## config.mk

```make
export PLATFORM = sky130hd
export DESIGN_NAME = fifo_lock_coordinator
export DESIGN_NICKNAME = d
export VERILOG_FILES = /design/src/rtl/flc_pkg.sv /design/src/rtl/fifo_lock_coordinator.sv /design/src/rtl/flc_ram.sv
export SDC_FILE = /design/constraint.sdc
export NUM_CORES = 1
export LEC_CHECK = 0
export BUFFER_PORTS_ARGS = -buffer_cell sky130_fd_sc_hd__clkbuf_2
export CORE_MARGIN = 4
export CORE_UTILIZATION = 45
export CTS_CLUSTER_DIAMETER = 40
export CTS_CLUSTER_SIZE = 20
export DETAILED_ROUTE_END_ITERATION = 16
export GPL_TIMING_DRIVEN = 0
export PLACE_DENSITY = 0.65
export SLEW_MARGIN = 20
export SYNTH_ARGS = -nofsm -noshare
export SYNTH_HDL_FRONTEND = slang
export SYNTH_SLANG_ARGS = --single-unit
```

## constraint.sdc

```tcl
create_clock -name clk -period 6.2 [get_ports clk]
set_input_delay 0.62 -clock clk [delete_from_list [all_inputs] [get_ports clk]]
set_output_delay 0.62 -clock clk [all_outputs]
set_load 0.01 [all_outputs]
```

## src/rtl/flc_pkg.sv

```systemverilog
// Shared types, codes and sizes for the lock coordinator.
package flc_pkg;

    // Default queue depth
    localparam int FLC_QUEUE_DEPTH = 16;

    localparam int NODE_W    = 8;
    localparam int STALL_W   = 8;
    localparam int TOTAL_W   = 32;
    localparam int CMD_W     = 2;
    localparam int STATUS_W  = 2;
    localparam int CFG_IDX_W = 1;
    localparam int CFG_DATA_W = 8;

    localparam logic [STALL_W-1:0] STALL_MAX = '1;

    localparam logic [CFG_IDX_W-1:0] REG_OUTAGE_ENABLE = 1'd0;
    localparam logic [CFG_IDX_W-1:0] REG_TIMEOUT_TICKS = 1'd1;

    localparam logic [STALL_W-1:0] TIMEOUT_RESET = 8'd8;

    typedef enum logic [CMD_W-1:0] {
        CMD_REQUEST = 2'd0,
        CMD_RELEASE = 2'd1,
        CMD_TICK    = 2'd2,
        CMD_NONE    = 2'd3
    } flc_cmd_t;

    typedef enum logic [STATUS_W-1:0] {
        STATUS_OK       = 2'd0,
        STATUS_MISMATCH = 2'd1,
        STATUS_FULL     = 2'd2
    } flc_status_t;

    typedef enum logic {
        ST_IDLE,
        ST_FETCH
    } flc_state_t;

endpackage

```

## src/rtl/fifo_lock_coordinator.sv

```systemverilog
// Top level: FIFO lock coordinator with the node queue held in a RAM.
// Results: each result beat is registered from its input beat; when a release or
//   eviction pops the head and the queue still holds nodes, the new head is first read
//   from the queue RAM (registered read port) in ST_FETCH before it can be granted.
// Throughput: one beat per cycle while m_tready is high, except during ST_FETCH.
// Reset: control, pointers and counters clear; the queue RAM is not cleared.
module fifo_lock_coordinator
    import flc_pkg::*;
#(
    parameter int QUEUE_DEPTH = FLC_QUEUE_DEPTH,
    localparam int PTR_W = $clog2(QUEUE_DEPTH),
    localparam int CNT_W = $clog2(QUEUE_DEPTH + 1),
    localparam int OUT_BITS = 2 * NODE_W + 2 * CNT_W + 2 * TOTAL_W,
    localparam int OUT_W = ((OUT_BITS + 7) / 8) * 8
) (
    input  logic                  clk,
    input  logic                  rst_n,
    // input stream
    input  logic                  s_tvalid,
    output logic                  s_tready,
    input  logic [NODE_W-1:0]     s_tdata,   // node_id
    input  logic [CMD_W-1:0]      s_tuser,   // command
    // result stream
    output logic                  m_tvalid,
    input  logic                  m_tready,
    // grant_node, evicted_node, queue_count, admitted_total, peak_queue, failed_total
    output logic [OUT_W-1:0]      m_tdata,
    output logic [3:0]            m_tuser,   // grant_valid, status[1:0], evicted_valid
    // configuration writes
    input  logic                  cfg_valid,
    output logic                  cfg_ready,
    input  logic [CFG_IDX_W-1:0]  cfg_index,
    input  logic [CFG_DATA_W-1:0] cfg_data
);

    localparam logic [PTR_W-1:0] PTR_LAST = PTR_W'(QUEUE_DEPTH - 1);
    localparam logic [CNT_W-1:0] CNT_FULL = CNT_W'(QUEUE_DEPTH);
    localparam logic [CNT_W-1:0] CNT_ONE  = CNT_W'(1);

    // Control state
    flc_state_t state_reg, state_next;

    logic [PTR_W-1:0]   head_ptr_reg, head_ptr_next;
    logic [PTR_W-1:0]   tail_ptr_reg, tail_ptr_next;
    logic [CNT_W-1:0]   count_reg, count_next;
    logic [NODE_W-1:0]  head_node_reg, head_node_next;
    logic               watch_valid_reg, watch_valid_next;
    logic [NODE_W-1:0]  watch_node_reg, watch_node_next;
    logic [STALL_W-1:0] stall_reg, stall_next;
    logic [TOTAL_W-1:0] admitted_reg, admitted_next;
    logic [CNT_W-1:0]   peak_reg, peak_next;
    logic [TOTAL_W-1:0] failed_reg, failed_next;
    logic               outage_en_reg;
    logic [STALL_W-1:0] timeout_reg;

    // Eviction details held while the new head is fetched
    logic               pend_evict_reg, pend_evict_next;
    logic [NODE_W-1:0]  pend_enode_reg, pend_enode_next;

    // Output register
    logic               out_valid_reg, out_valid_next;
    logic               out_grant_reg, out_grant_next;
    logic [NODE_W-1:0]  out_gnode_reg, out_gnode_next;
    flc_status_t        out_status_reg, out_status_next;
    logic               out_evict_reg, out_evict_next;
    logic [NODE_W-1:0]  out_enode_reg, out_enode_next;
    logic               out_load;

    // Queue RAM ports
    logic               ram_wr_en;
    logic               ram_rd_en;
    logic [NODE_W-1:0]  ram_rd_data;

    logic               accept;
    logic               pop_fetch;
    flc_cmd_t           cmd;
    logic [NODE_W-1:0]  node_in;
    logic [CNT_W-1:0]   count_pop;
    logic [PTR_W-1:0]   head_ptr_inc;
    logic [PTR_W-1:0]   tail_ptr_inc;
    logic [STALL_W-1:0] stall_tick;

    assign cmd     = flc_cmd_t'(s_tuser);
    assign node_in = s_tdata;

    // Take a new item only when idle and the output register frees up this cycle
    assign s_tready = (state_reg == ST_IDLE) && (!out_valid_reg || m_tready);
    assign accept   = s_tvalid && s_tready;
    assign cfg_ready = 1'b1;

    assign count_pop    = count_reg - CNT_ONE;
    assign head_ptr_inc = (head_ptr_reg == PTR_LAST) ? '0 : head_ptr_reg + PTR_W'(1);
    assign tail_ptr_inc = (tail_ptr_reg == PTR_LAST) ? '0 : tail_ptr_reg + PTR_W'(1);

    flc_ram #(
        .WIDTH (NODE_W),
        .DEPTH (QUEUE_DEPTH)
    ) u_queue_ram (
        .clk     (clk),
        .wr_en   (ram_wr_en),
        .wr_addr (tail_ptr_reg),
        .wr_data (node_in),
        .rd_en   (ram_rd_en),
        .rd_addr (head_ptr_next),
        .rd_data (ram_rd_data)
    );

    // Next-state logic
    always_comb
    begin
        state_next = state_reg;
        case (state_reg)
            ST_IDLE:
            begin
                if (accept && pop_fetch)
                begin
                    state_next = ST_FETCH;
                end
            end
            ST_FETCH:
            begin
                state_next = ST_IDLE;
            end
            default:
            begin
                state_next = ST_IDLE;
            end
        endcase
    end

    // Datapath and output logic
    always_comb
    begin
        head_ptr_next    = head_ptr_reg;
        tail_ptr_next    = tail_ptr_reg;
        count_next       = count_reg;
        head_node_next   = head_node_reg;
        watch_valid_next = watch_valid_reg;
        watch_node_next  = watch_node_reg;
        stall_next       = stall_reg;
        admitted_next    = admitted_reg;
        peak_next        = peak_reg;
        failed_next      = failed_reg;
        pend_evict_next  = pend_evict_reg;
        pend_enode_next  = pend_enode_reg;

        out_load        = 1'b0;
        out_grant_next  = 1'b0;
        out_gnode_next  = '0;
        out_status_next = STATUS_OK;
        out_evict_next  = 1'b0;
        out_enode_next  = '0;

        ram_wr_en  = 1'b0;
        ram_rd_en  = 1'b0;
        pop_fetch  = 1'b0;
        stall_tick = '0;

        case (state_reg)
            ST_IDLE:
            begin
                if (accept)
                begin
                    case (cmd)
                        CMD_REQUEST:
                        begin
                            out_load = 1'b1;
                            if (count_reg == CNT_FULL)
                            begin
                                // Queue full: drop the node
                                out_status_next = STATUS_FULL;
                            end
                            else
                            begin
                                ram_wr_en     = 1'b1;
                                tail_ptr_next = tail_ptr_inc;
                                count_next    = count_reg + CNT_ONE;
                                if (count_reg == '0)
                                begin
                                    // First node in an empty queue takes the lock
                                    head_node_next = node_in;
                                    out_grant_next = 1'b1;
                                    out_gnode_next = node_in;
                                    admitted_next  = admitted_reg + TOTAL_W'(1);
                                    if (CNT_ONE > peak_reg)
                                    begin
                                        peak_next = CNT_ONE;
                                    end
                                end
                            end
                        end
                        CMD_RELEASE:
                        begin
                            if (count_reg == '0 || head_node_reg != node_in)
                            begin
                                out_load        = 1'b1;
                                out_status_next = STATUS_MISMATCH;
                            end
                            else
                            begin
                                head_ptr_next   = head_ptr_inc;
                                count_next      = count_pop;
                                pend_evict_next = 1'b0;
                                if (count_pop != '0)
                                begin
                                    // Fetch the next head before answering
                                    pop_fetch = 1'b1;
                                    ram_rd_en = 1'b1;
                                end
                                else
                                begin
                                    out_load = 1'b1;
                                end
                            end
                        end
                        CMD_TICK:
                        begin
                            if (outage_en_reg && count_reg != '0)
                            begin
                                if (watch_valid_reg && watch_node_reg == head_node_reg)
                                begin
                                    stall_tick = (stall_reg != STALL_MAX) ?
                                                 stall_reg + STALL_W'(1) : stall_reg;
                                end
                                else
                                begin
                                    stall_tick = '0;
                                end
                                watch_valid_next = 1'b1;
                                watch_node_next  = head_node_reg;
                                stall_next       = stall_tick;
                                if (stall_tick == timeout_reg)
                                begin
                                    // Evict the stalled head and forget it
                                    failed_next      = failed_reg + TOTAL_W'(1);
                                    head_ptr_next    = head_ptr_inc;
                                    count_next       = count_pop;
                                    watch_valid_next = 1'b0;
                                    stall_next       = '0;
                                    pend_evict_next  = 1'b1;
                                    pend_enode_next  = head_node_reg;
                                    if (count_pop != '0)
                                    begin
                                        pop_fetch = 1'b1;
                                        ram_rd_en = 1'b1;
                                    end
                                    else
                                    begin
                                        out_load       = 1'b1;
                                        out_evict_next = 1'b1;
                                        out_enode_next = head_node_reg;
                                    end
                                end
                                else
                                begin
                                    out_load = 1'b1;
                                end
                            end
                            else
                            begin
                                out_load = 1'b1;
                            end
                        end
                        default:
                        begin
                            out_load = 1'b1;
                        end
                    endcase
                end
            end
            ST_FETCH:
            begin
                // New head arrives from the RAM: grant it
                out_load       = 1'b1;
                head_node_next = ram_rd_data;
                out_grant_next = 1'b1;
                out_gnode_next = ram_rd_data;
                out_evict_next = pend_evict_reg;
                out_enode_next = pend_evict_reg ? pend_enode_reg : '0;
                admitted_next  = admitted_reg + TOTAL_W'(1);
                if (count_reg > peak_reg)
                begin
                    peak_next = count_reg;
                end
            end
            default:
            begin
                out_load = 1'b0;
            end
        endcase

        if (out_load)
        begin
            out_valid_next = 1'b1;
        end
        else if (m_tready)
        begin
            out_valid_next = 1'b0;
        end
        else
        begin
            out_valid_next = out_valid_reg;
        end
    end

    // Control and counter registers
    always_ff @(posedge clk or negedge rst_n)
    begin
        if (!rst_n)
        begin
            state_reg       <= ST_IDLE;
            head_ptr_reg    <= '0;
            tail_ptr_reg    <= '0;
            count_reg       <= '0;
            watch_valid_reg <= 1'b0;
            stall_reg       <= '0;
            admitted_reg    <= '0;
            peak_reg        <= '0;
            failed_reg      <= '0;
            out_valid_reg   <= 1'b0;
            pend_evict_reg  <= 1'b0;
            outage_en_reg   <= 1'b1;
            timeout_reg     <= TIMEOUT_RESET;
        end
        else
        begin
            state_reg       <= state_next;
            head_ptr_reg    <= head_ptr_next;
            tail_ptr_reg    <= tail_ptr_next;
            count_reg       <= count_next;
            watch_valid_reg <= watch_valid_next;
            stall_reg       <= stall_next;
            admitted_reg    <= admitted_next;
            peak_reg        <= peak_next;
            failed_reg      <= failed_next;
            out_valid_reg   <= out_valid_next;
            pend_evict_reg  <= pend_evict_next;
            if (cfg_valid && cfg_ready)
            begin
                case (cfg_index)
                    REG_OUTAGE_ENABLE: outage_en_reg <= cfg_data[0];
                    REG_TIMEOUT_TICKS: timeout_reg   <= cfg_data;
                    default:           timeout_reg   <= timeout_reg;
                endcase
            end
        end
    end

    // Payload registers: no reset needed
    always_ff @(posedge clk)
    begin
        head_node_reg  <= head_node_next;
        watch_node_reg <= watch_node_next;
        pend_enode_reg <= pend_enode_next;
        if (out_load)
        begin
            out_grant_reg  <= out_grant_next;
            out_gnode_reg  <= out_gnode_next;
            out_status_reg <= out_status_next;
            out_evict_reg  <= out_evict_next;
            out_enode_reg  <= out_enode_next;
        end
    end

    // Counters in the output beat are the live registers; they hold until the next accept
    assign m_tvalid = out_valid_reg;
    assign m_tuser  = {out_evict_reg, out_status_reg, out_grant_reg};
    assign m_tdata  = OUT_W'({failed_reg, peak_reg, admitted_reg, count_reg,
                              out_enode_reg, out_gnode_reg});

endmodule

```

## src/rtl/flc_ram.sv

```systemverilog
// Generic single-write, single-read RAM with registered read data.
module flc_ram #(
    parameter int WIDTH = 8,
    parameter int DEPTH = 16,
    localparam int ADDR_W = $clog2(DEPTH)
) (
    input  logic              clk,
    input  logic              wr_en,
    input  logic [ADDR_W-1:0] wr_addr,
    input  logic [WIDTH-1:0]  wr_data,
    input  logic              rd_en,
    input  logic [ADDR_W-1:0] rd_addr,
    output logic [WIDTH-1:0]  rd_data
);

    logic [WIDTH-1:0] mem [DEPTH];
    logic [WIDTH-1:0] rd_data_reg;

    always_ff @(posedge clk)
    begin
        if (wr_en)
        begin
            mem[wr_addr] <= wr_data;
        end
        if (rd_en)
        begin
            rd_data_reg <= mem[rd_addr];
        end
    end

    assign rd_data = rd_data_reg;

endmodule

```

* Word level (Yosys, flattened, before mapping) *
Memory sizes are Yosys's and may differ from the RTL's. A register that Yosys moved wholly into a read port is not among the register bits.
Index checks and enable logic that the tools add are counted.

operators by class
  add/sub/neg operators = 7
  order comparisons = 2
  eq/ne operators = 19
  muxes and demuxes = 91
  bitwise operators = 4
  reductions and logical operators = 25

operator list
  cell                                                   number
  two-way mux 8 bit                                      21
  two-way mux 32 bit                                     4
  adder 32 x 1 -> 32 bit, second input constant          2
  case mux 32 bit (2 select lines)                       1
  two-way mux 5 bit                                      10
  case mux 8 bit (2 select lines)                        3
  two-way mux 1 bit                                      33
  two-way mux 4 bit                                      7
  equality test 8 bit                                    2
  case mux 5 bit (3 select lines)                        1
  case mux 1 bit (2 select lines)                        7
  inequality test 2 bit, second input constant           6
  AND reduction 4 bit                                    3
  AND reduction 6 bit                                    2
  case mux 5 bit (2 select lines)                        1
  nonzero test 5 bit                                     2
  adder 4 x 1 -> 4 bit, second input constant            2
  adder 8 x 1 -> 8 bit, second input constant            1
  equality test 4 bit, second input constant             2
  inequality test 2 x 1 -> 1 bit, second input constant  4
  inequality test 8 bit                                  1
  inequality test 8 bit, second input constant           1
  case mux 4 bit (2 select lines)                        1
  AND reduction 7 bit                                    1
  other kinds (20)                                       30

storage, ports and cells
  bits in registers = 147
  RAM bits = 128
  bits of input ports = 24
  output and inout port bits = 103
  word-level logic and storage cells = 170
  memories = 1

memory list
  memory           depth  bits a word  rd ports  clocked after Yosys merged registers in  write ports  RTL line       text
  u_queue_ram.mem  16     8            1         1                                        1            flc_ram.sv:16  logic [WIDTH-1:0] mem [DEPTH];

* Longest topological paths before layout *
Gate-level depths: netlist of run 1.

  word-level depth = 16
  mapped depth = 17
  mapped depth without buffers = 14

* By module *
A second synthesis of run 1 with hierarchy kept.

unflattened totals
  cell total of the unflattened synthesis = 904
  area, all modules = 12,670.9 µm²

by module, submodules not included
  module                 times used  cells an instance  area each (µm²)
  fifo_lock_coordinator  1           675                7,443.4
  flc_ram                1           229                5,227.5

* Worst setup path before layout of run 1 *
Ideal clock, no wire load.

  path kind = reg-to-reg
  start point = reg stall_reg[0]
  end point = reg u_queue_ram.rd_data_reg[5] (netlist: u_queue_ram.rd_data[5]) (read register of u_queue_ram.mem), data pin
  library setup time = 0.261 ns
  arrival = 3.909 ns
  path slack = 2.031 ns
  cell stages (with the launch flop) = 16
  path buffers = 2
  clock period less this slack = 4.169 ns
  cell sequence = dfrtp_1 ha_1 buf_2 and3_1 and3_1 mux2_2 o31ai_1 nor2_1 nor3_2 and2_4 mux2_4 a222oi_1 inv_2 and2_4 buf_6 a221o_1

between the ends
  cells in the longest elaborated chain, start to end = 13

RTL lines
  what                                                                  RTL line                                                    text
  start, declared                                                       fifo_lock_coordinator.sv:49                                 logic [STALL_W-1:0] stall_reg, stall_next;
  start signal, assigned                                                fifo_lock_coordinator.sv:332                                stall_reg <= stall_next;
  adder 8 x 1 -> 8 bit / inequality test 8 bit (equally long branches)  fifo_lock_coordinator.sv:223, fifo_lock_coordinator.sv:222
  two-way mux 8 bit (*)                                                 fifo_lock_coordinator.sv:222                                stall_tick = (stall_reg != STALL_MAX) ?
  two-way mux 8 bit (*)                                                 fifo_lock_coordinator.sv:220                                if (watch_valid_reg && watch_node_reg == head_node_reg)
  two-way mux 8 bit (*)                                                 fifo_lock_coordinator.sv:218                                if (outage_en_reg && count_reg != '0)
  two-way mux 8 bit (*)                                                 fifo_lock_coordinator.sv:164                                case (cmd)
  two-way mux 8 bit (*)                                                 fifo_lock_coordinator.sv:162                                if (accept)
  two-way mux 8 bit (*)                                                 fifo_lock_coordinator.sv:159                                case (state_reg)
  equality test 8 bit (*)                                               fifo_lock_coordinator.sv:232                                if (stall_tick == timeout_reg)
  two-way mux 4 bit (*)                                                 fifo_lock_coordinator.sv:232
  two-way mux 4 bit (*)                                                 fifo_lock_coordinator.sv:218
  case mux 4 bit (2 select lines) (*)                                   fifo_lock_coordinator.sv:164
  two-way mux 4 bit (*)                                                 fifo_lock_coordinator.sv:162
  two-way mux 4 bit (*)                                                 fifo_lock_coordinator.sv:159
  via head_ptr_next[3]                                                  fifo_lock_coordinator.sv:43                                 logic [PTR_W-1:0] head_ptr_reg, head_ptr_next;
  end, declared                                                         flc_ram.sv:17                                               logic [WIDTH-1:0] rd_data_reg;

Mark *: on every way through the listed nets, which the timed path passes. The rest lies on a longest branch. The select of a mux whose other input is x is not followed.
A chain may end at the register's enable or synchronous reset.

* Worst setup path after layout of run 1 *
  start point = reg stall_reg[0]
  end point = reg u_queue_ram.rd_data_reg[5] (netlist: u_queue_ram.rd_data[5]) (read register of u_queue_ram.mem), data pin

between the ends
  cells in the longest elaborated chain, start to end = 13

RTL lines
  what                                                                                       RTL line
  adder 8 x 1 -> 8 bit / inequality test 8 bit (equally long branches)                       fifo_lock_coordinator.sv:223, fifo_lock_coordinator.sv:222
  two-way mux 8 bit (*)                                                                      fifo_lock_coordinator.sv:222
  two-way mux 8 bit (*)                                                                      fifo_lock_coordinator.sv:220
  two-way mux 8 bit (*)                                                                      fifo_lock_coordinator.sv:218
  two-way mux 8 bit (*)                                                                      fifo_lock_coordinator.sv:164
  two-way mux 8 bit (*)                                                                      fifo_lock_coordinator.sv:162
  two-way mux 8 bit (*)                                                                      fifo_lock_coordinator.sv:159
  equality test 8 bit (*)                                                                    fifo_lock_coordinator.sv:232
  two-way mux 4 bit / two-way mux 1 bit (equally long branches)                              fifo_lock_coordinator.sv:232
  two-way mux 4 bit / two-way mux 1 bit (equally long branches)                              fifo_lock_coordinator.sv:218
  case mux 4 bit (2 select lines) / case mux 1 bit (2 select lines) (equally long branches)  fifo_lock_coordinator.sv:164
  two-way mux 4 bit / two-way mux 1 bit (equally long branches)                              fifo_lock_coordinator.sv:162
  two-way mux 4 bit / two-way mux 1 bit (equally long branches)                              fifo_lock_coordinator.sv:159

Every way passes the cells marked *; elsewhere a longest branch is shown, timed or not. The select of a mux whose other input is x is not followed.

==> run summary, run 1 <==
ROUTING
--------------------------------------------------------------------------------------------------
Number of DRC violations after detailed routing .....................................            0
Total length of routed wires ........................................................    27,660 um
Wire length per cell after detailed routing .........................................     17.78 um
Via count of the routed design ......................................................        8,162
Number of violations reported at the end of detailed-routing iteration 0 ............          505
Routed Antenna Nets .................................................................            0
Per-cell via count in the routed design .............................................        5.246
Number of search-and-repair iterations in the first detailed-routing pass ...........            7

GLOBAL ROUTING
--------------------------------------------------------------------------------------------------
Global-route wire length before repair ..............................................    44,340 um
Total global-route track usage ......................................................       17.84%
Pin count of the biggest net entering global routing ................................           71
Vias in the first global route ......................................................        8,012
Number of antenna violations at the first check in global routing ...................            0
Total grt overflow ..................................................................            0

SETUP PATH
--------------------------------------------------------------------------------------------------
Startpoint kind of the worst setup timing path ......................................         flop
Crit. End Element ...................................................................         flop
Ordered list of cells on the worst path ............................................. ha_1, buf_2, and3_1, and3_1, mux2_2, o31ai_1, nor2_1, nor3_2, and2_4, o211ai_1, or2_2, clkbuf_1, o22ai_1, a211oi_1, a221o_1
CP most frequent cell ............................................................... sky130_fd_sc_hd__and3_1
Count of buffer and inverter cells on the critical path .............................            2
Crit-path leading delay family ...................................................... simple AND/OR/NAND/NOR gates
Cell with the largest stage delay on the worst path ................................. sky130_fd_sc_hd__nor3_2
Arrival time at the worst endpoint ..................................................      5.00 ns
Critical path data required time ....................................................      6.44 ns
Critical-path maximum fanout ........................................................           10
Longest individual stage delay on the worst path ....................................      0.52 ns
Setup CP Type ....................................................................... flop to flop

YOSYS
--------------------------------------------------------------------------------------------------
Post-synth cell types ...............................................................           73
Proportion of register bits with asynchronous set or reset after synthesis ..........       36.40%
Largest area contributor in the netlist ............................................. sky130_fd_sc_hd__edfxtp_1
Area of the mapped netlist ..........................................................  0.01268 mm2
Number of flops mapped to enable cells by yosys .....................................          180
Sequential element share of the synthesized area ....................................       62.98%
Number of instances in the synthesized netlist ......................................          983
Fraction of post-synthesis cell area in the top cell type by area ...................       42.63%
Post-Syn Area per Cell ..............................................................    12.90 um2
Yosys synthesis warning count .......................................................            0
Flip-flop and latch count after synthesis ...........................................          283
Most used flip-flop cell after synthesis ............................................ sky130_fd_sc_hd__edfxtp_1
Largest cells by area after synthesis ............................................... sky130_fd_sc_hd__edfxtp_1 43%, sky130_fd_sc_hd__dfrtp_1 20%, sky130_fd_sc_hd__xnor2_1 4.7%

CLOCK TREE
--------------------------------------------------------------------------------------------------
Hold-fix buffer count after cts .....................................................            0
Number of clock sinks ...............................................................          283
CTS root buf ........................................................................ sky130_fd_sc_hd__clkbuf_16
Number of levels in the clock H-tree ................................................            2
Clock transition time at the flip-flop clock pins of the worst setup and hold paths .      0.06 ns
# Post-CTS Setup Buffers ............................................................            0
Clock buffers created by TritonCTS ..................................................           38
Clk Latency, worst-skew pair ........................................................      0.52 ns
Clock tree from TritonCTS ...........................................................         done
Number of resized instances in the post-cts repair step .............................            0
Max Root-Sink Buffers ...............................................................            3

STA
--------------------------------------------------------------------------------------------------
Final-report max-slew violation count ...............................................            0
Final count of negative-setup-slack endpoints .......................................            0
Top achievable clock speed ..........................................................    210.1 MHz
Unrepaired setup endpoints after global routing .....................................        false
Clock Skew ..........................................................................   0.02320 ns
Final Hold Fails ....................................................................            0
Fin crit share ......................................................................       76.76%
Pin slew with the least headroom to its limit .......................................    0.9930 ns
Time the final worst path needs with I/O delays and setup ...........................     4.759 ns
Sum Neg Setup Slack .................................................................         0 ns
Worst hold slack after final layout .................................................   0.02231 ns
Max-Slew Margin vs Limit ............................................................       33.66%

PLACEMENT
--------------------------------------------------------------------------------------------------
Count of input and output buffers ...................................................          119
Detailed placer's ending HPWL .......................................................    19,260 um
Final weighted congestion of routability-driven global placement ....................       0.8265

MIN PATH
--------------------------------------------------------------------------------------------------
Class of the most critical hold timing path ......................................... primary input to async pin

DIE
--------------------------------------------------------------------------------------------------
Top-level I/O count .................................................................          127
Horiz. Die Dim ......................................................................     175.9 um
Number of rows created at floorplan .................................................           61
Starting Density ....................................................................       45.64%
Die Y-Extent ........................................................................     175.9 um
Die area ............................................................................  0.03092 mm2
Core footprint ......................................................................  0.02778 mm2

FINAL LAYOUT
--------------------------------------------------------------------------------------------------
Layout Utilization ..................................................................       54.21%
Flip-flop count of the largest register, all copies and words added .................          128
Diodes inserted .....................................................................            0
Share of final-layout standard cells stronger than drive strength 1 .................       22.75%
Final nets ..........................................................................        1,193
Layout-stage area growth over the synthesis result ..................................       18.78%

PWR
--------------------------------------------------------------------------------------------------
Worst vdd ir ........................................................................    0.2391 mV
Lkg Pwr .............................................................................     6.010 nW
Power per unit of standard cell area ................................................ 336.9 mW/mm2

JOB
--------------------------------------------------------------------------------------------------
Max-cap check violation count .......................................................            0

RUN STATUS
--------------------------------------------------------------------------------------------------
Outcome .............................................................................    completed

[per-stage QoR]
stage / instances / area, um2 / setup slack [ns] / total power [mW]
after CTS: 1556 / 15060 / 1.473 / 5.122
after global placement: 1485 / 13770 / 1.129 / 2.972
after floorplan: 988 / 12700 / 2.031 / 2.718
after detailed placement: 1487 / 13810 / 1.509 / 2.990
final: 1556 / 15060 / 1.441 / 5.074
after global routing: 1556 / 15060 / 1.057 / 5.309
[cell type report]
type	count	area, um2
multi-input combinational	631	4357
fill	2424	12720
tap	378	473.0
buffer	41	231.5
clock inverter	24	234.0
sequential	283	7985
clock buffer	45	1018
timing repair buffer	121	636.9
inverter	33	123.9
[cell families after synthesis]
| family | synth area share [%] |
|---|---|
| XOR/XNOR | 6.217 |
| other | 0.05923 |
| AND/OR/NAND/NOR | 11.84 |
| flip-flops | 62.98 |
| buffers and inverters | 2.803 |
| adder cells (fa/ha/maj) | 1.974 |
| multiplexers | 5.102 |
| AO/OA/AOI/OAI | 9.020 |
[cell usage after synthesis, types with 11 or more instances]
library cell / number
sky130_fd_sc_hd__inv_1: 32
sky130_fd_sc_hd__xnor2_1: 68
sky130_fd_sc_hd__and3_1: 20
sky130_fd_sc_hd__edfxtp_1: 180
sky130_fd_sc_hd__xor2_1: 22
sky130_fd_sc_hd__ha_1: 20
sky130_fd_sc_hd__dfrtp_1: 101
sky130_fd_sc_hd__o21ai_0: 35
sky130_fd_sc_hd__a21oi_1: 33
sky130_fd_sc_hd__nand4_1: 14
sky130_fd_sc_hd__buf_4: 13
sky130_fd_sc_hd__and2_1: 20
sky130_fd_sc_hd__nand2_1: 104
sky130_fd_sc_hd__nor3_1: 11
sky130_fd_sc_hd__clkbuf_1: 12
sky130_fd_sc_hd__nor2b_1: 11
sky130_fd_sc_hd__mux2_2: 33
sky130_fd_sc_hd__nor2_1: 36
sky130_fd_sc_hd__nand3_1: 28
sky130_fd_sc_hd__mux2i_1: 26
[metal layers]
| layer | routed length [um] | global-route usage [%] | vias up |
|---|---|---|---|
| met1 | 12850 | 25.57 | 3976 |
| li1 | - | - | 3930 |
| met2 | 12760 | 28.17 | 209 |
| met5 | 0 | 0 | - |
| met4 | 603 | 5.003 | 0 |
| met3 | 1448 | 3.250 | 47 |
[cell usage in the layout (no fill, tap or decap), types with 11 or more instances in the layout]
master                      count
sky130_fd_sc_hd__buf_4         13
sky130_fd_sc_hd__mux2i_1       26
sky130_fd_sc_hd__and3_1        20
sky130_fd_sc_hd__xor2_1        22
sky130_fd_sc_hd__clkbuf_2     119
sky130_fd_sc_hd__edfxtp_1     180
sky130_fd_sc_hd__nor2b_1       11
sky130_fd_sc_hd__nor3_1        11
sky130_fd_sc_hd__buf_2         11
sky130_fd_sc_hd__clkbuf_1      16
sky130_fd_sc_hd__a21oi_1       33
sky130_fd_sc_hd__inv_1         32
sky130_fd_sc_hd__ha_1          20
sky130_fd_sc_hd__dfrtp_1      101
sky130_fd_sc_hd__xnor2_1       68
sky130_fd_sc_hd__and2_1        20
sky130_fd_sc_hd__clkbuf_16     39
sky130_fd_sc_hd__mux2_2        33
sky130_fd_sc_hd__nor2_1        36
sky130_fd_sc_hd__nand4_1       14
sky130_fd_sc_hd__nand2_1      104
sky130_fd_sc_hd__nand3_1       28
sky130_fd_sc_hd__o21ai_0       35
[path summary, 6_finish.rpt]
kind / slack (ns) / depth (start not counted) / to / startpoint
worst max-delay path: 1.44 / 15 / u_queue_ram.rd_data[5]$_DFFE_PP_ / stall_reg[0]$_DFFE_PN0P_
worst min-delay path: 0.02 / 1 / timeout_reg[5]$_DFFE_PN0P_ / rst_n
worst max register to register: 1.44 / 15 / u_queue_ram.rd_data[5]$_DFFE_PP_ / stall_reg[0]$_DFFE_PN0P_
worst min register to register: 0.48 / 1 / admitted_reg[31]$_DFFE_PN0P_ / admitted_reg[31]$_DFFE_PN0P_
max in group asynchronous: 5.52 / 2 / admitted_reg[18]$_DFFE_PN0P_ / rst_n
min in group clk: 0.34 / 2 / timeout_reg[2]$_DFFE_PN0P_ / cfg_data[2]
[report_power, final]
part	internal [mW]	switching, mW	total [mW]	leakage [nW]
Combinational	0.301	0.458	0.758	2.38
Sequential	2.11	0.0894	2.20	3.01
Clock	1.28	0.834	2.12	0.612
No activity file was read; power rests on OpenSTA's default activity.
==> inputs of run 2 (changes only) <==
- clock period: 6.2 -> 4.9 ns (I/O delays scaled with it)
==> run summary, run 2 (synthesis gave the netlist of run 1 again) <==
GLOBAL ROUTING
--------------------------------------------------------------------------------------------------
Total global-route track usage ......................................................       17.84%   unchanged
Total grt overflow ..................................................................            0   unchanged
Pin count of the biggest net entering global routing ................................           71   unchanged
Global-route wire length before repair ..............................................    44,340 um   unchanged
Vias in the first global route ......................................................        8,012   unchanged
Number of antenna violations at the first check in global routing ...................            0   unchanged

STA
--------------------------------------------------------------------------------------------------
Final count of negative-setup-slack endpoints .......................................            0   unchanged
Max-Slew Margin vs Limit ............................................................       33.55%   -0.10 points
Final-report max-slew violation count ...............................................            0   unchanged
Clock Skew ..........................................................................   0.02207 ns   -0.001122 ns
Top achievable clock speed ..........................................................    215.2 MHz   +2.4%
Final Hold Fails ....................................................................            0   unchanged
Worst hold slack after final layout .................................................    0.2053 ns   +0.1830 ns
Time the final worst path needs with I/O delays and setup ...........................     4.647 ns   -0.1114 ns
Fin crit share ......................................................................       94.85%   +18 points
Pin slew with the least headroom to its limit .......................................    0.9923 ns   -0.0006505 ns
Sum Neg Setup Slack .................................................................         0 ns   unchanged

SETUP PATH
--------------------------------------------------------------------------------------------------
Ordered list of cells on the worst path ............................................. ha_1, buf_2, and4_1, a21oi_1, xor2_1, o22ai_1, a22oi_1, nor3_4, and2_4, o211ai_1, or2_2, clkbuf_1, o22ai_1, a211oi_1, a221o_1
Critical path data required time ....................................................      5.26 ns   -1.18 ns
Arrival time at the worst endpoint ..................................................      5.01 ns   about the same
Crit. End Element ...................................................................         flop
Count of buffer and inverter cells on the critical path .............................            2   unchanged
Critical-path maximum fanout ........................................................           10   unchanged
Origin of the worst setup path ...................................................... stall_reg[0]$_DFFE_PN0P_
Cell with the largest stage delay on the worst path ................................. sky130_fd_sc_hd__o211ai_1
Crit-path leading delay family ...................................................... compound AO/OA/AOI/OAI gates
Longest individual stage delay on the worst path ....................................      0.79 ns   +0.27 ns
Startpoint kind of the worst setup timing path ......................................         flop
Setup CP Type ....................................................................... flop to flop
R2r startpoint ...................................................................... stall_reg[0]$_DFFE_PN0P_
CP most frequent cell ............................................................... sky130_fd_sc_hd__o22ai_1

PWR
--------------------------------------------------------------------------------------------------
Power per unit of standard cell area ................................................ 425.7 mW/mm2   +26%
Net switching share of the total power ..............................................       27.26%   +0.044 points
Lkg Pwr .............................................................................     6.020 nW   +0.18%
Combinational share of power ........................................................        15.0%   about the same
Clk network pwr share ...............................................................        41.7%   about the same
Internal cell power .................................................................     4.674 mW   +27%
Design Power ........................................................................     6.426 mW   +27%
Sequential group share of total power ...............................................        43.3%   about the same
Sw Pwr ..............................................................................     1.752 mW   +27%
Worst vdd ir ........................................................................    0.3024 mV   +26%

FINAL LAYOUT
--------------------------------------------------------------------------------------------------
Layout Utilization ..................................................................       54.33%   +0.13 points
Finished Cell Area ..................................................................  0.01509 mm2   +0.23%
Fillers .............................................................................        2,420   -0.17%
Flip-flop count of the largest register, all copies and words added .................          128   unchanged
Share of final-layout standard cells stronger than drive strength 1 .................       22.99%   +0.24 points
Commonest cells after routing, fill and taps aside .................................. 180 x sky130_fd_sc_hd__edfxtp_1, 119 x sky130_fd_sc_hd__clkbuf_2, 104 x sky130_fd_sc_hd__nand2_1, 101 x sky130_fd_sc_hd__dfrtp_1, 68 x sky130_fd_sc_hd__xnor2_1
Leading cell type in the layout, fill and taps excluded ............................. sky130_fd_sc_hd__edfxtp_1
Diodes inserted .....................................................................            0   unchanged
Layout-stage area growth over the synthesis result ..................................       19.06%
Final nets ..........................................................................        1,194   +0.084%

DIE
--------------------------------------------------------------------------------------------------
Starting Density ....................................................................       45.64%   unchanged
Horiz. Die Dim ......................................................................     175.9 um   unchanged
Top-level I/O count .................................................................          127   unchanged
Core footprint ......................................................................  0.02778 mm2   unchanged
Number of rows created at floorplan .................................................           61   unchanged
Die area ............................................................................  0.03092 mm2   unchanged
Die Y-Extent ........................................................................     175.9 um   unchanged

JOB
--------------------------------------------------------------------------------------------------
Max-cap check violation count .......................................................            0   unchanged

ROUTING
--------------------------------------------------------------------------------------------------
Total length of routed wires ........................................................    27,690 um   +0.12%
Number of DRC violations after detailed routing .....................................            0   unchanged
Wire length per cell after detailed routing .........................................     17.79 um   about the same
Per-cell via count in the routed design .............................................        5.229   -0.31%
Routed Antenna Nets .................................................................            0   unchanged
Number of violations reported at the end of detailed-routing iteration 0 ............          520   +3.0%
Number of search-and-repair iterations in the first detailed-routing pass ...........            5   -2
Via count of the routed design ......................................................        8,142   -0.25%

PLACEMENT
--------------------------------------------------------------------------------------------------
Detailed placer's ending HPWL .......................................................    19,260 um   unchanged
Total cell area at the placement stage ..............................................  0.01381 mm2   unchanged
Count of input and output buffers ...................................................          119   unchanged
Final weighted congestion of routability-driven global placement ....................       0.8265   unchanged

CLOCK TREE
--------------------------------------------------------------------------------------------------
Clk Latency, worst-skew pair ........................................................      0.52 ns   about the same
Number of clock sinks ...............................................................          283   unchanged
CTS root buf ........................................................................ sky130_fd_sc_hd__clkbuf_16
Clock transition time at the flip-flop clock pins of the worst setup and hold paths .      0.06 ns   about the same
Clock tree from TritonCTS ...........................................................         done
Clock buffers created by TritonCTS ..................................................           38   unchanged
Max Root-Sink Buffers ...............................................................            3   unchanged
# Post-CTS Setup Buffers ............................................................            0   unchanged
Number of levels in the clock H-tree ................................................            2   unchanged

RUN STATUS
--------------------------------------------------------------------------------------------------
Outcome .............................................................................    completed

MIN PATH
--------------------------------------------------------------------------------------------------
Hold wc startpoint ..................................................................  cfg_data[2]
Class of the most critical hold timing path ......................................... primary input to flop

## run 2: cell types whose count changed in the layout (fill, tap and decap cells not counted)
cell	delta
sky130_fd_sc_hd__nor3_4	+1
sky130_fd_sc_hd__nor3_1	-1
sky130_fd_sc_hd__nor4_2	+1
sky130_fd_sc_hd__nor4_1	-1
sky130_fd_sc_hd__dlygate4sd3_1	+1
sky130_fd_sc_hd__o41ai_2	+1
sky130_fd_sc_hd__o41ai_1	-1
## run 2: worst paths after layout
check,end,slack (ns),depth (start not counted)
max in group asynchronous,admitted_reg[18]$_DFFE_PN0P_,3.79,3
hold reg to reg,admitted_reg[31]$_DFFE_PN0P_,0.48,1
setup / recovery,u_queue_ram.rd_data[5]$_DFFE_PP_,0.25,15
setup reg to reg,u_queue_ram.rd_data[5]$_DFFE_PP_,0.25,15
hold / removal,timeout_reg[2]$_DFFE_PN0P_,0.21,2
min in group asynchronous,stall_reg[2]$_DFFE_PN0P_,0.46,2
## run 2: timing repair
action                                  CTS  global route
hold buffers                              1             0
hold endpoints to repair                 31             0
gates resized for setup                   0             4
endpoints found under the setup margin    0             8
## run 2: metal layers
layer / global-route usage, % / vias up / wire length (um) / share of wire (%)
li1: - / 3934 / - / -
met1: 25.59 / 3967 / 12910 / 47
met2: 28.17 / 194 / 12770 / 46
met3: 3.229 / 47 / 1419 / 5.1
met4: 5.003 / 0 / 593 / 2.1
met5: 0 / - / 0 / 0
## run 2: area by class of cell
type                            count  area [um2]  area share (%)
Sequential cell                   283        7985           52.90
Multi-Input combinational cell    631        4382           29.03
Clock buffer                       45        1018           6.747
Timing Repair Buffer              122       646.9           4.285
Tap cell                          378       473.0           3.133
Clock inverter                     24       234.0           1.550
Buffer                             41       231.5           1.533
Inverter                           33       123.9          0.8206
## run 2: through the flow
stage	cells	setup WS, ns
6_report	1557	0.2525
4_1_cts	1557	0.1729
3_5_place_dp	1487	0.2087
3_3_place_gp	1485	-0.1706
5_1_grt	1557	-0.01668
2_1_floorplan	988	0.7307
## run 2: power groups by stage
stage,clock network (mW),logic [mW],registers [mW]
floorplan,0,0.619,2.82
global placement,0,0.936,2.82
detailed placement,0,0.955,2.83
CTS,2.74,0.963,2.78
global route,2.85,1.07,2.80
finish,2.68,0.966,2.78
